$ cat config.mk
export PLATFORM = sky130hd
export DESIGN_NAME = gyro_heading_integrator
export DESIGN_NICKNAME = d
export VERILOG_FILES = /design/src/design/ghi_pkg.sv /design/src/design/gyro_heading_integrator.sv /design/src/design/ghi_front.sv /design/src/design/ghi_fifo.sv /design/src/design/ghi_back.sv
export SDC_FILE = /design/constraint.sdc
export NUM_CORES = 2
export LEC_CHECK = 0
export BUFFER_PORTS_ARGS = -buffer_cell sky130_fd_sc_hd__buf_2
export CAP_MARGIN = 0
export CORE_MARGIN = 2
export CORE_UTILIZATION = 60
export CTS_BUF_LIST = sky130_fd_sc_hd__clkbuf_8
export CTS_CLUSTER_SIZE = 30
export DETAILED_ROUTE_END_ITERATION = 6
export GPL_TIMING_DRIVEN = 0
export PLACE_DENSITY = 0.87
export SYNTH_ARGS = -nofsm -noshare
export SYNTH_HDL_FRONTEND = slang
export SYNTH_HIERARCHICAL = 1
export SYNTH_SLANG_ARGS = --single-unit
$ cat constraint.sdc
create_clock -name clk_i -period 9.33 [get_ports clk_i]
set_clock_uncertainty 0.1 [all_clocks]
set_input_delay 1.866 -clock clk_i [delete_from_list [all_inputs] [get_ports clk_i]]
set_output_delay 1.866 -clock clk_i [all_outputs]
set_load 0.05 [all_outputs]
$ cat src/design/ghi_pkg.sv
// Shared types, constants and helpers of the gyro heading integrator.
// Used by every module of the block; depends on nothing.
package ghi_pkg;

  localparam int RawW   = 16;
  localparam int DtW    = 20;
  localparam int RateW  = 18;
  localparam int HeadW  = 17;
  localparam int SecW   = 4;
  localparam int ScaleW = 18;
  localparam int GainW  = 17;
  localparam int DzW    = 16;
  localparam int AccW   = 37;
  localparam int TotW   = 39;
  localparam int CfgIdxW  = 2;
  localparam int CfgDataW = 18;
  localparam int WideW  = 23;

  localparam logic [AccW-1:0]  FullTurnAcc = 37'd92160000000;
  localparam logic [DtW-1:0]   UsPerS      = 20'd1000000;
  localparam logic [HeadW-1:0] HalfSector  = 17'd5760;
  localparam logic [HeadW-1:0] SectorSpan  = 17'd11520;
  localparam logic [GainW-1:0] GainOne     = 17'd65536;
  localparam logic signed [RateW-1:0] RateMax = 18'sh1ffff;
  localparam logic signed [RateW-1:0] RateMin = 18'sh20000;

  localparam logic [ScaleW-1:0] ScaleRst = 18'd159908;
  localparam logic [GainW-1:0]  GainRst  = 17'd6554;
  localparam logic [DzW-1:0]    DzRst    = 16'd256;

  typedef enum logic [CfgIdxW-1:0] {
    RegRateScale  = 2'd0,
    RegFilterGain = 2'd1,
    RegDeadZone   = 2'd2
  } ghi_reg_e;

  typedef struct packed {
    logic [ScaleW-1:0] rate_scale;
    logic [GainW-1:0]  filter_gain;
    logic [DzW-1:0]    dead_zone;
  } ghi_cfg_t;

  typedef struct packed {
    logic signed [RateW-1:0] sample;
    logic [DtW-1:0]          dt;
  } ghi_item_t;

  typedef struct packed {
    logic [SecW-1:0]         sector;
    logic [HeadW-1:0]        heading;
    logic signed [RateW-1:0] filtered_rate;
  } ghi_result_t;

  function automatic logic signed [RateW-1:0] clamp_rate(input logic signed [WideW-1:0] v);
    logic signed [RateW-1:0] r;
    if (v > WideW'(RateMax)) begin
      r = RateMax;
    end else if (v < WideW'(RateMin)) begin
      r = RateMin;
    end else begin
      r = v[RateW-1:0];
    end
    return r;
  endfunction

endpackage

$ cat src/design/gyro_heading_integrator.sv
// The integrator takes a new transaction only after it has finished the last one,
// stepping through its filter, integration, wrap, division and output states;
// the heading uses one reciprocal multiply.
// Reset is asynchronous and active low; it loads the register defaults and
// clears the filtered rate, the heading accumulator and all queues.
module gyro_heading_integrator import ghi_pkg::*; #(
  parameter int FifoDepth = 2
) (
  input  logic                clk_i,
  input  logic                rst_ni,
  input  logic                cfg_we_i,
  input  logic [CfgIdxW-1:0]  cfg_idx_i,
  input  logic [CfgDataW-1:0] cfg_data_i,
  input  logic                s_axis_tvalid,
  output logic                s_axis_tready,
  // [15:0] raw_rate, [35:16] elapsed_us, [39:36] zero
  input  logic [39:0]         s_axis_tdata,
  output logic                m_axis_tvalid,
  input  logic                m_axis_tready,
  // [17:0] filtered_rate, [34:18] heading, [38:35] sector, [39] zero
  output logic [39:0]         m_axis_tdata
);

  ghi_cfg_t    cfg_q;
  logic        push;
  logic        full;
  ghi_item_t   push_item;
  logic        pop;
  logic        q_valid;
  ghi_item_t   q_item;
  ghi_result_t result;

  always_ff @(posedge clk_i or negedge rst_ni) begin
    if (!rst_ni) begin
      cfg_q.rate_scale  <= ScaleRst;
      cfg_q.filter_gain <= GainRst;
      cfg_q.dead_zone   <= DzRst;
    end else if (cfg_we_i) begin
      case (ghi_reg_e'(cfg_idx_i))
        RegRateScale:  cfg_q.rate_scale  <= cfg_data_i[ScaleW-1:0];
        RegFilterGain: cfg_q.filter_gain <= cfg_data_i[GainW-1:0];
        RegDeadZone:   cfg_q.dead_zone   <= cfg_data_i[DzW-1:0];
        default: ;
      endcase
    end
  end

  ghi_front u_front (
    .clk_i        (clk_i),
    .rst_ni       (rst_ni),
    .rate_scale_i (cfg_q.rate_scale),
    .in_valid_i   (s_axis_tvalid),
    .in_ready_o   (s_axis_tready),
    .raw_rate_i   ($signed(s_axis_tdata[RawW-1:0])),
    .elapsed_us_i (s_axis_tdata[RawW+DtW-1:RawW]),
    .full_i       (full),
    .push_o       (push),
    .item_o       (push_item)
  );

  ghi_fifo #(
    .Depth (FifoDepth)
  ) u_fifo (
    .clk_i   (clk_i),
    .rst_ni  (rst_ni),
    .push_i  (push),
    .item_i  (push_item),
    .full_o  (full),
    .pop_i   (pop),
    .valid_o (q_valid),
    .item_o  (q_item)
  );

  ghi_back u_back (
    .clk_i        (clk_i),
    .rst_ni       (rst_ni),
    .cfg_i        (cfg_q),
    .item_valid_i (q_valid),
    .item_i       (q_item),
    .pop_o        (pop),
    .out_valid_o  (m_axis_tvalid),
    .out_ready_i  (m_axis_tready),
    .out_o        (result)
  );

  assign m_axis_tdata = {1'b0, result};

endmodule

$ cat src/design/ghi_front.sv
// Input side: takes gyro transactions, saturates the elapsed time and scales
// the raw sample to a rate in 1/256 dps. Depends on ghi_pkg.
module ghi_front import ghi_pkg::*; (
  input  logic                     clk_i,
  input  logic                     rst_ni,
  input  logic [ScaleW-1:0]        rate_scale_i,
  input  logic                     in_valid_i,
  output logic                     in_ready_o,
  input  logic signed [RawW-1:0]   raw_rate_i,
  input  logic [DtW-1:0]           elapsed_us_i,
  input  logic                     full_i,
  output logic                     push_o,
  output ghi_item_t                item_o
);

  localparam int ProdW = RawW + ScaleW + 1;

  logic                     valid_q;
  logic signed [ProdW-1:0]  prod_q;
  logic signed [ProdW-1:0]  prod_d;
  logic [DtW-1:0]           dt_q;
  logic [DtW-1:0]           dt_d;
  logic signed [ProdW-1:0]  rounded;
  logic signed [ProdW-17:0] scaled;
  logic                     accept;

  assign push_o     = valid_q && !full_i;
  assign in_ready_o = !valid_q || !full_i;
  assign accept     = in_valid_i && in_ready_o;

  assign prod_d = raw_rate_i * $signed({1'b0, rate_scale_i});
  assign dt_d   = (elapsed_us_i > UsPerS) ? UsPerS : elapsed_us_i;

  assign rounded = prod_q + ProdW'(32768);
  assign scaled  = rounded[ProdW-1:16];

  assign item_o.sample = clamp_rate(WideW'(scaled));
  assign item_o.dt     = dt_q;

  always_ff @(posedge clk_i or negedge rst_ni) begin
    if (!rst_ni) begin
      valid_q <= 1'b0;
    end else if (accept) begin
      valid_q <= 1'b1;
    end else if (push_o) begin
      valid_q <= 1'b0;
    end
  end

  always_ff @(posedge clk_i) begin
    if (accept) begin
      prod_q <= prod_d;
      dt_q   <= dt_d;
    end
  end

endmodule

$ cat src/design/ghi_fifo.sv
// Short queue of scaled samples between the input side and the integrator.
// Depends on ghi_pkg.
module ghi_fifo import ghi_pkg::*; #(
  parameter int Depth = 2
) (
  input  logic      clk_i,
  input  logic      rst_ni,
  input  logic      push_i,
  input  ghi_item_t item_i,
  output logic      full_o,
  input  logic      pop_i,
  output logic      valid_o,
  output ghi_item_t item_o
);

  localparam int AW = $clog2(Depth);

  ghi_item_t      mem_q [Depth];
  logic [AW-1:0]  wptr_q;
  logic [AW-1:0]  rptr_q;
  logic [AW:0]    cnt_q;
  logic           do_push;
  logic           do_pop;

  assign full_o  = (cnt_q == (AW+1)'(Depth));
  assign valid_o = (cnt_q != '0);
  assign item_o  = mem_q[rptr_q];
  assign do_push = push_i && !full_o;
  assign do_pop  = pop_i && valid_o;

  always_ff @(posedge clk_i or negedge rst_ni) begin
    if (!rst_ni) begin
      wptr_q <= '0;
      rptr_q <= '0;
      cnt_q  <= '0;
    end else begin
      if (do_push) begin
        wptr_q <= (wptr_q == AW'(Depth - 1)) ? '0 : wptr_q + AW'(1);
      end
      if (do_pop) begin
        rptr_q <= (rptr_q == AW'(Depth - 1)) ? '0 : rptr_q + AW'(1);
      end
      if (do_push && !do_pop) begin
        cnt_q <= cnt_q + (AW+1)'(1);
      end else if (do_pop && !do_push) begin
        cnt_q <= cnt_q - (AW+1)'(1);
      end
    end
  end

  always_ff @(posedge clk_i) begin
    if (do_push) begin
      mem_q[wptr_q] <= item_i;
    end
  end

`ifndef SYNTH
  a_cnt_bound: assert property (@(posedge clk_i) disable iff (!rst_ni)
    cnt_q <= (AW+1)'(Depth))
    else $error("queue count beyond depth");
`endif

endmodule

$ cat src/design/ghi_back.sv
// Integrator: low-pass filter, dead zone, heading accumulation with modulo
// wrap, reciprocal-multiply heading extraction and compass sector. Depends on ghi_pkg.
module ghi_back import ghi_pkg::*; (
  input  logic        clk_i,
  input  logic        rst_ni,
  input  ghi_cfg_t    cfg_i,
  input  logic        item_valid_i,
  input  ghi_item_t   item_i,
  output logic        pop_o,
  output logic        out_valid_o,
  input  logic        out_ready_i,
  output ghi_result_t out_o
);

  localparam int DiffW  = RateW + 1;
  localparam int GProdW = DiffW + GainW + 1;
  localparam int IncW   = GProdW - 16;
  localparam int SumW   = IncW + 1;
  localparam int AccSh  = 6;
  localparam int XW     = AccW - AccSh;
  localparam int HProdW = 2 * XW;
  localparam int RecipSh = 44;
  localparam logic [XW-1:0] Recip = 31'd1125899907;
  localparam logic [HeadW-1:0] HeadLimit = HeadW'(FullTurnAcc / AccW'(UsPerS));

  typedef enum logic [7:0] {
    StIdle = 8'b0000_0001,
    StMulG = 8'b0000_0010,
    StUpd  = 8'b0000_0100,
    StMulT = 8'b0000_1000,
    StAdd  = 8'b0001_0000,
    StWrap = 8'b0010_0000,
    StDiv  = 8'b0100_0000,
    StOut  = 8'b1000_0000
  } ghi_state_e;

  ghi_state_e               state_q;
  ghi_state_e               state_d;
  logic signed [RateW-1:0]  sample_q;
  logic [DtW-1:0]           dt_q;
  logic signed [RateW-1:0]  rate_q;
  logic signed [GProdW-1:0] gprod_q;
  logic signed [GProdW-1:0] gprod_d;
  logic signed [TotW-1:0]   tprod_q;
  logic signed [TotW-1:0]   tprod_d;
  logic signed [TotW-1:0]   tot_q;
  logic signed [TotW-1:0]   tot_d;
  logic [AccW-1:0]          acc_q;
  logic [HProdW-1:0]        hprod_q;
  logic [HProdW-1:0]        hprod_d;
  logic [HeadW-1:0]         quot;
  logic                     out_valid_q;
  ghi_result_t              out_q;

  logic [GainW-1:0]         gain_c;
  logic signed [DiffW-1:0]  diff;
  logic signed [GProdW-1:0] grounded;
  logic signed [IncW-1:0]   inc;
  logic signed [SumW-1:0]   rate_sum;
  logic signed [RateW-1:0]  rate_new;
  logic [RateW-1:0]         mag_new;
  logic signed [RateW-1:0]  rate_dz;
  logic [RateW-1:0]         rate_mag;
  logic [HeadW-1:0]         sec_x;
  logic [SecW-1:0]          sec_k;
  logic [SecW-1:0]          sector;
  logic                     load_out;
  logic                     tot_neg;
  logic                     tot_over;

  assign gain_c   = (cfg_i.filter_gain > GainOne) ? GainOne : cfg_i.filter_gain;
  assign diff     = DiffW'(sample_q) - DiffW'(rate_q);
  assign gprod_d  = diff * $signed({1'b0, gain_c});
  assign grounded = gprod_q + GProdW'(32768);
  assign inc      = grounded[GProdW-1:16];
  assign rate_sum = SumW'(rate_q) + SumW'(inc);
  assign rate_new = clamp_rate(WideW'(rate_sum));
  assign mag_new  = rate_new[RateW-1] ? RateW'(-rate_new) : RateW'(rate_new);
  assign rate_dz  = (mag_new < RateW'(cfg_i.dead_zone)) ? '0 : rate_new;
  assign rate_mag = rate_q[RateW-1] ? RateW'(-rate_q) : RateW'(rate_q);

  assign tprod_d  = rate_q * $signed({1'b0, dt_q});
  assign tot_d    = $signed({2'b00, acc_q}) + tprod_q;
  assign tot_neg  = tot_q[TotW-1];
  assign tot_over = (tot_q >= $signed({2'b00, FullTurnAcc}));

  // The accumulator divided by 64 stays below 2^31, so one reciprocal of
  // 15625 scaled by 2^44 gives the exact floor of the division by one million.
  assign hprod_d = HProdW'(acc_q[AccW-1:AccSh]) * HProdW'(Recip);
  assign quot    = hprod_q[RecipSh+HeadW-1:RecipSh];

  assign sec_x = quot + HalfSector;

  always_comb begin
    sec_k = '0;
    for (int j = 1; j <= 8; j++) begin
      if (sec_x >= HeadW'(j) * SectorSpan) begin
        sec_k = sec_k + SecW'(1);
      end
    end
    sector = {1'b0, sec_k[2:0]} + SecW'(1);
  end

  assign pop_o    = (state_q == StIdle) && item_valid_i;
  assign load_out = (state_q == StOut) && (!out_valid_q || out_ready_i);

  always_comb begin
    state_d = state_q;
    case (state_q)
      StIdle: if (item_valid_i) state_d = StMulG;
      StMulG: state_d = StUpd;
      StUpd:  state_d = StMulT;
      StMulT: state_d = StAdd;
      StAdd:  state_d = StWrap;
      StWrap: if (!tot_neg && !tot_over) state_d = StDiv;
      StDiv:  state_d = StOut;
      StOut:  if (load_out) state_d = StIdle;
      default: state_d = StIdle;
    endcase
  end

  always_ff @(posedge clk_i or negedge rst_ni) begin
    if (!rst_ni) begin
      state_q     <= StIdle;
      rate_q      <= '0;
      acc_q       <= '0;
      out_valid_q <= 1'b0;
    end else begin
      state_q <= state_d;
      if (state_q == StUpd) begin
        rate_q <= rate_dz;
      end
      if ((state_q == StWrap) && !tot_neg && !tot_over) begin
        acc_q <= tot_q[AccW-1:0];
      end
      if (load_out) begin
        out_valid_q <= 1'b1;
      end else if (out_ready_i) begin
        out_valid_q <= 1'b0;
      end
    end
  end

  always_ff @(posedge clk_i) begin
    if (pop_o) begin
      sample_q <= item_i.sample;
      dt_q     <= item_i.dt;
    end
    if (state_q == StMulG) begin
      gprod_q <= gprod_d;
    end
    if (state_q == StMulT) begin
      tprod_q <= tprod_d;
    end
    if (state_q == StAdd) begin
      tot_q <= tot_d;
    end
    if (state_q == StWrap) begin
      if (tot_neg) begin
        tot_q <= tot_q + $signed({2'b00, FullTurnAcc});
      end else if (tot_over) begin
        tot_q <= tot_q - $signed({2'b00, FullTurnAcc});
      end
    end
    if (state_q == StDiv) begin
      hprod_q <= hprod_d;
    end
    if (load_out) begin
      out_q.sector        <= sector;
      out_q.heading       <= quot;
      out_q.filtered_rate <= rate_q;
    end
  end

  assign out_valid_o = out_valid_q;
  assign out_o       = out_q;

`ifndef SYNTH
  a_acc_range: assert property (@(posedge clk_i) disable iff (!rst_ni)
    acc_q < FullTurnAcc)
    else $error("heading accumulator outside one turn");

  a_head_range: assert property (@(posedge clk_i) disable iff (!rst_ni)
    state_q == StOut |-> quot < HeadLimit)
    else $error("heading outside one turn");

  a_dead_zone: assert property (@(posedge clk_i) disable iff (!rst_ni)
    state_q == StUpd |=> (rate_q == '0 || rate_mag >= RateW'(cfg_i.dead_zone)))
    else $error("stored rate inside dead zone");

  a_out_load: assert property (@(posedge clk_i) disable iff (!rst_ni)
    load_out |=> out_valid_q && out_q.heading == $past(quot))
    else $error("result register not loaded");
`endif

endmodule
== After elaboration in Yosys (flattened, before gate mapping) ==
Memory sizes are Yosys's and may differ from the RTL's. A register that Yosys moved wholly into a read port is not among the register bits.
Index checks and enable logic that the tools add are counted.
Word-level totals
  bits in registers: 390
  bits in latches: 0
  RAM bits: 76
  bits in read-only memories: 0
  input port bits: 65
  output and inout port bits: 42
  word-level logic and storage cells: 138
  memories kept: 1
Memory list
  u_fifo.mem_q: words 2, bits a word 38, rd ports 1, clocked after memory_dff 1, wr ports 1, RTL line ghi_fifo.sv:18  | ghi_item_t mem_q [Depth];
Cells by class
  add/subtract/negate cells: 21
  $mul: 4
  div/mod/pow operators: 0
  order comparisons: 16
  equal/unequal tests: 14
  shifts and indexed selects: 0
  multiplexer cells: 33
  bitwise gates (word level): 0
  reductions and logical operators: 29
Operator list (number)
  $mux 39: 4
  $mux 18: 6
  $pmux 8 s8: 1
  $mul 31x31->61 const B: 1
  $ge 17x16->1 const B: 3
  $ge 17x17->1 const B: 3
  $add 38x39->39: 1
  $add 39x38->39 const B: 1
  $ge 39x38->1 const B: 1
  $mul 18x21->39: 1
  $sub 39x38->39 const B: 1
  $add 37x17->37 const B: 1
  $mul 19x18->37: 1
  $add 35x17->35 const B: 1
  $mul 16x19->35: 1
  $mux 8: 3
  $add 18x21->22: 1
  $gt 22x18->1 const B: 1
  $lt 22x18->1 const B: 1
  $gt 20x20->1 const B: 1
  $gt 19x18->1 const B: 1
  $lt 19x18->1 const B: 1
  $sub 18x18->19: 1
  $lt 18x16->1: 1
  34 further kinds: 79

== Longest topological paths before layout ==
  word-level depth: 18
  depth in mapped cells: 39
  mapped depth without buffers: 38

== Hierarchy ==
Netlist, hierarchy kept.
By module, submodules not included
  ghi_back: times used 1, cells an instance 5659, area an instance 53916.7 sq um, seq. area each 7208.2 sq um
  ghi_front: times used 1, cells an instance 1283, area an instance 11646.2 sq um, seq. area each 1226.2 sq um
  ghi_fifo: times used 1, cells an instance 137, area an instance 2989.1 sq um, seq. area each 2382.3 sq um
  gyro_heading_integrator: times used 1, cells an instance 111, area an instance 1954.4 sq um, seq. area each 1295.0 sq um

== Worst setup path after synthesis ==
No wires, ideal clock.
  path type: reg2reg
  from: reg u_back.rate_q[2]
  to: reg u_back.gprod_q[36] (data pin)
  setup time: 0.260 ns
  arrival: 8.865 ns
  data required time: 8.970 ns
  path slack: 0.105 ns
  cell stages (with the launch flop): 37
  path buffers: 2
  period minus slack after synthesis: 9.225 ns
  path through: dfrtp_1 -> clkbuf_1 -> inv_1 -> ha_1 -> o21ai_0 -> a21boi_0 -> o21ai_0 -> a21oi_1 -> a41oi_1 -> a211o_1 -> inv_1 -> a21oi_1 -> xnor2_1 -> clkbuf_1 -> nand2_1 -> fa_1 -> inv_1 -> fa_1 -> inv_1 -> fa_1 -> inv_1 -> fa_1 -> inv_1 -> fa_1 -> inv_1 -> fa_1 -> ha_1 -> a21oi_1 -> o21ai_0 -> o41ai_2 -> o21ai_1 -> a311o_1 -> a31oi_2 -> o21ai_1 -> a311o_1 -> a31oi_1 -> xnor2_1
Between the ends
  longest elaborated chain between the ends: 2
RTL lines
  start, declared: RTL line ghi_back.sv:41  | logic signed [RateW-1:0] rate_q;
  start signal, assigned: RTL line ghi_back.sv:131  | rate_q <= rate_dz;
  $sub 18x18->19: RTL line ghi_back.sv:72  | assign diff = DiffW'(sample_q) - DiffW'(rate_q);
  $mul 19x18->37: RTL line ghi_back.sv:73  | assign gprod_d = diff * $signed({1'b0, gain_c});
  named net u_back.gprod_d[36]: RTL line ghi_back.sv:43  | logic signed [GProdW-1:0] gprod_d;
  end signal, assigned: RTL line ghi_back.sv:150  | gprod_q <= gprod_d;
  end, declared: RTL line ghi_back.sv:42  | logic signed [GProdW-1:0] gprod_q;
The timed path passes the listed nets, and every way through them passes these cells.
A chain may end at the register's enable or synchronous reset.

== Worst setup path in the final report ==
  from: reg u_back.rate_q[6]
  to: reg u_back.gprod_q[36] (data pin)
The elaborated chain is that of the path after synthesis.

==> results.py <==
metrics = {
    "run_status": {
        "violations": "design-rule violations, negative setup slack",
        "status": "finished with violations",
    },
    "detailed_routing": {
        "vias": 53200,
        "drc_errors": 2,
        "drt-initial-drc-count": 4534,
        "wl_um": 195700,
        "viasPerCell": 5.907,
        "wl_per_cell_um": 21.73,
        "antenna_left": 0,
        "drt_pass1_iterations": 7,
    },
    "timing": {
        "relSlewSlack": 0.1859,
        "tightest_slew_ns": 1.218,
        "finalSetupViolations": 1,
        "finalSetupTns_ns": -0.05528,
        "fin_crit_sh": 1.006,
        "hold_violations": 0,
        "setup_slack_ns": -0.05528,
        "rsz0062_at_grt": "yes",
        "finalMaxSlewViolations": 0,
        "fin_crit_ns": 9.385,
        "clock.fmax_ghz": 0.1066,
    },
    "cts": {
        "cts_buffers": 79,
        "cts.sinks": 430,
        "cts_buffer_depth": 3,
        "htreeDepth": 3,
        "cts_tree": "built",
        "clkSlewWorstSetupHoldPaths_ns": 0.07,
        "postCtsHoldBufs": 0,
        "cts-root-buf": "clkbuf_8",
        "clock_latency_ns": 0.75,
    },
    "global_route": {
        "gr-total-overflow": 0,
        "grt_antenna_before_repair": 3,
        "grt_max_degree": 83,
        "grt_pass1_vias": 57710,
        "track_usage": 0.3292,
        "grt_pass1_wl_um": 308800,
    },
    "logic_synthesis": {
        "ys.flop_type": "edfxtp_1",
        "ys_seq_area_frac": 0.1718,
        "ys_types": 105,
        "async_reset_ff_frac": 0.2791,
        "synth_area_per_cell_um2": 9.806,
        "synthCells": 7190,
        "netlist_area_um2": 70510,
        "yosysWarningCount": 6,
        "ys_seq_elements": 430,
        "synth_enable_flop_cells": 288,
        "synth_nets": 9273,
    },
    "cells_and_area": {
        "nNetsFinal": 9497,
        "syn_to_final_growth_pct": 7.732,
        "drive_gt1_frac": 0.07753,
        "n_fill_cell": 8714,
        "instances_no_fill": 9007,
    },
    "critical_path": {
        "cp_slowest_stage_delay_ns": 0.87,
        "crit_fanout": 6,
        "critPathLaunchType": "flip-flop",
        "worstSetupPathType": "reg2reg",
        "r2r_setup_slack_ns": -0.06,
        "endpoint_kind": "flip-flop",
        "critPathRequiredTime_ns": 9.70,
        "worstPathArrival_ns": 9.75,
        "worst_path_max_delay_cell": "xnor2_1",
    },
    "die": {
        "rows": 125,
        "ios": 107,
        "die_h_um": 346.8,
        "fp.dieW_um": 346.8,
        "fp.dieArea_um2": 120300,
        "core_um2": 116400,
        "start_util": 0.6059,
    },
    "placement": {
        "place_ws_ns": -2.552,
        "dp_cells": 8819,
        "port_buffers": 98,
        "dp_hpwl_um": 158200,
        "gp_congestion": 0.9887,
    },
    "hold_path": {
        "hp-class": "reg2reg",
    },
    "flow_run": {
        "max_cap_viol_count": 0,
    },
}
-- Yosys cell counts (14+ instances only) --
library cell	n	area share
o211ai_1	23	0.0024
ha_1	804	0.14
a22oi_1	20	0.0021
nor4_1	23	0.0020
a21o_1	83	0.0088
o21a_1	26	0.0028
nor3b_1	14	0.0015
nand2b_1	55	0.0049
inv_1	1501	0.080
dfstp_2	16	0.0060
o21ai_0	162	0.011
a21oi_1	252	0.018
nor3_1	62	0.0044
nor2b_1	47	0.0042
and3_1	38	0.0034
mux2_2	97	0.015
a31oi_1	37	0.0033
nand2_1	783	0.042
nor2_1	287	0.015
a211oi_1	37	0.0039
dfxtp_1	22	0.0062
or3_1	19	0.0017
edfxtp_1	288	0.12
clkbuf_1	225	0.012
o21bai_1	21	0.0022
xnor2_1	161	0.020
nand4_1	44	0.0039
and2_1	319	0.028
fa_1	1214	0.34
xor2_1	90	0.011
nand3_1	64	0.0045
dfrtp_1	104	0.037
-- sequential cells by signal (all words and copies together) (netlist names), 17 cells and up --
signal	flops
u_back/tprod_q	39
u_back/out_o	39
u_back/gprod_q	22
u_front/prod_q	20
u_back/rate_q	18
u_front/dt_q	20
u_back/hprod_q	17
cfg_q	51
u_back/tot_q	39
u_back/dt_q	20
u_back/acc_q	37
u_back/sample_q	18
u_fifo/mem_q	76
-- metrics by stage --
stage	hold WS, ns	util	area (um2)
2_1_floorplan	0.3003	-	70510
3_3_place_gp	0.3045	0.6265	72900
3_5_place_dp	0.3173	0.6280	73080
4_1_cts	0.3210	0.6484	75450
5_1_grt	0.3206	0.6528	75960
6_report	0.3133	0.6528	75960
-- repair_timing --
| action | 4_1_cts | 5_1_grt |
|---|---|---|
| pin swaps | 16 | 50 |
| resized for setup | 114 | 82 |
| setup buffers | 27 | 17 |
| setup endpoints to repair | 22 | 12 |
-- metal layers --
metal  global-route usage  share of wire
met5                    0       0.000066
met4               0.1875          0.067
met3              0.06097          0.086
met2               0.5671           0.49
met1               0.3872           0.36
-- path summary, 6_finish.rpt --
check,start,end,depth (start not counted)
hold reg to reg,u_back/hprod_q[46],u_back/out_o[20],0
min in group asynchronous,rst_ni,cfg_q[32],1
hold / removal,u_back/hprod_q[46],u_back/out_o[20],0
setup / recovery,u_back/rate_q[6],u_back/gprod_q[36],29
max in group asynchronous,rst_ni,u_back/rate_q[8],2
setup reg to reg,u_back/rate_q[6],u_back/gprod_q[36],29
-- layout make-up --
type,instances,area (um2),share of cell area
tap,1524,1907,0.02510
clock buffer,81,1115,0.01468
sequential,430,12140,0.1599
multi-input combinational,5005,52390,0.6897
buffer,248,1171,0.01542
inverter,1501,5634,0.07417
clock inverter,67,591.8,0.007791
antenna,2,5.005,0.00006589
timing repair buffer,149,1005,0.01323
-- worst max-delay path: cells and delay by family (launching register included) --
family / cells / cell delay, ns
adder cells (fa/ha/maj): 8 / 3.27
buffers and inverters: 5 / 0.54
XOR/XNOR: 2 / 1.03
flip-flops: 1 / 0.57
AND/OR/NAND/NOR: 2 / 0.54
AO/OA/AOI/OAI: 12 / 3.00
-- cells in the final DEF, fill, tap and decap left out, types with 87 or more instances in the layout --
| cell type | count |
|---|---|
| edfxtp_1 | 288 |
| buf_2 | 110 |
| ha_1 | 795 |
| and2_1 | 318 |
| fa_1 | 1207 |
| xnor2_1 | 147 |
| nor2_1 | 281 |
| inv_1 | 1519 |
| nand2_1 | 781 |
| mux2_2 | 97 |
| clkbuf_1 | 196 |
| clkbuf_8 | 90 |
| a21oi_1 | 239 |
| o21ai_0 | 155 |
| dfrtp_1 | 87 |
-- cells by family (layout without fill, tap and decap cells) --
logic type,Yosys count,after routing,synth area share
multiplexers,111,111,0.01819
AND/OR/NAND/NOR,1810,1810,0.1221
AO/OA/AOI/OAI,814,814,0.07450
XOR/XNOR,251,251,0.03118
buffers and inverters,1755,2046,0.09485
other,1,3,0.00005319
adder cells (fa/ha/maj),2018,2018,0.4874
flip-flops,430,430,0.1718
Power is left out: the tool's default activity adds up to more than one toggle a clock period on the data nets, which glitch-free logic cannot reach.
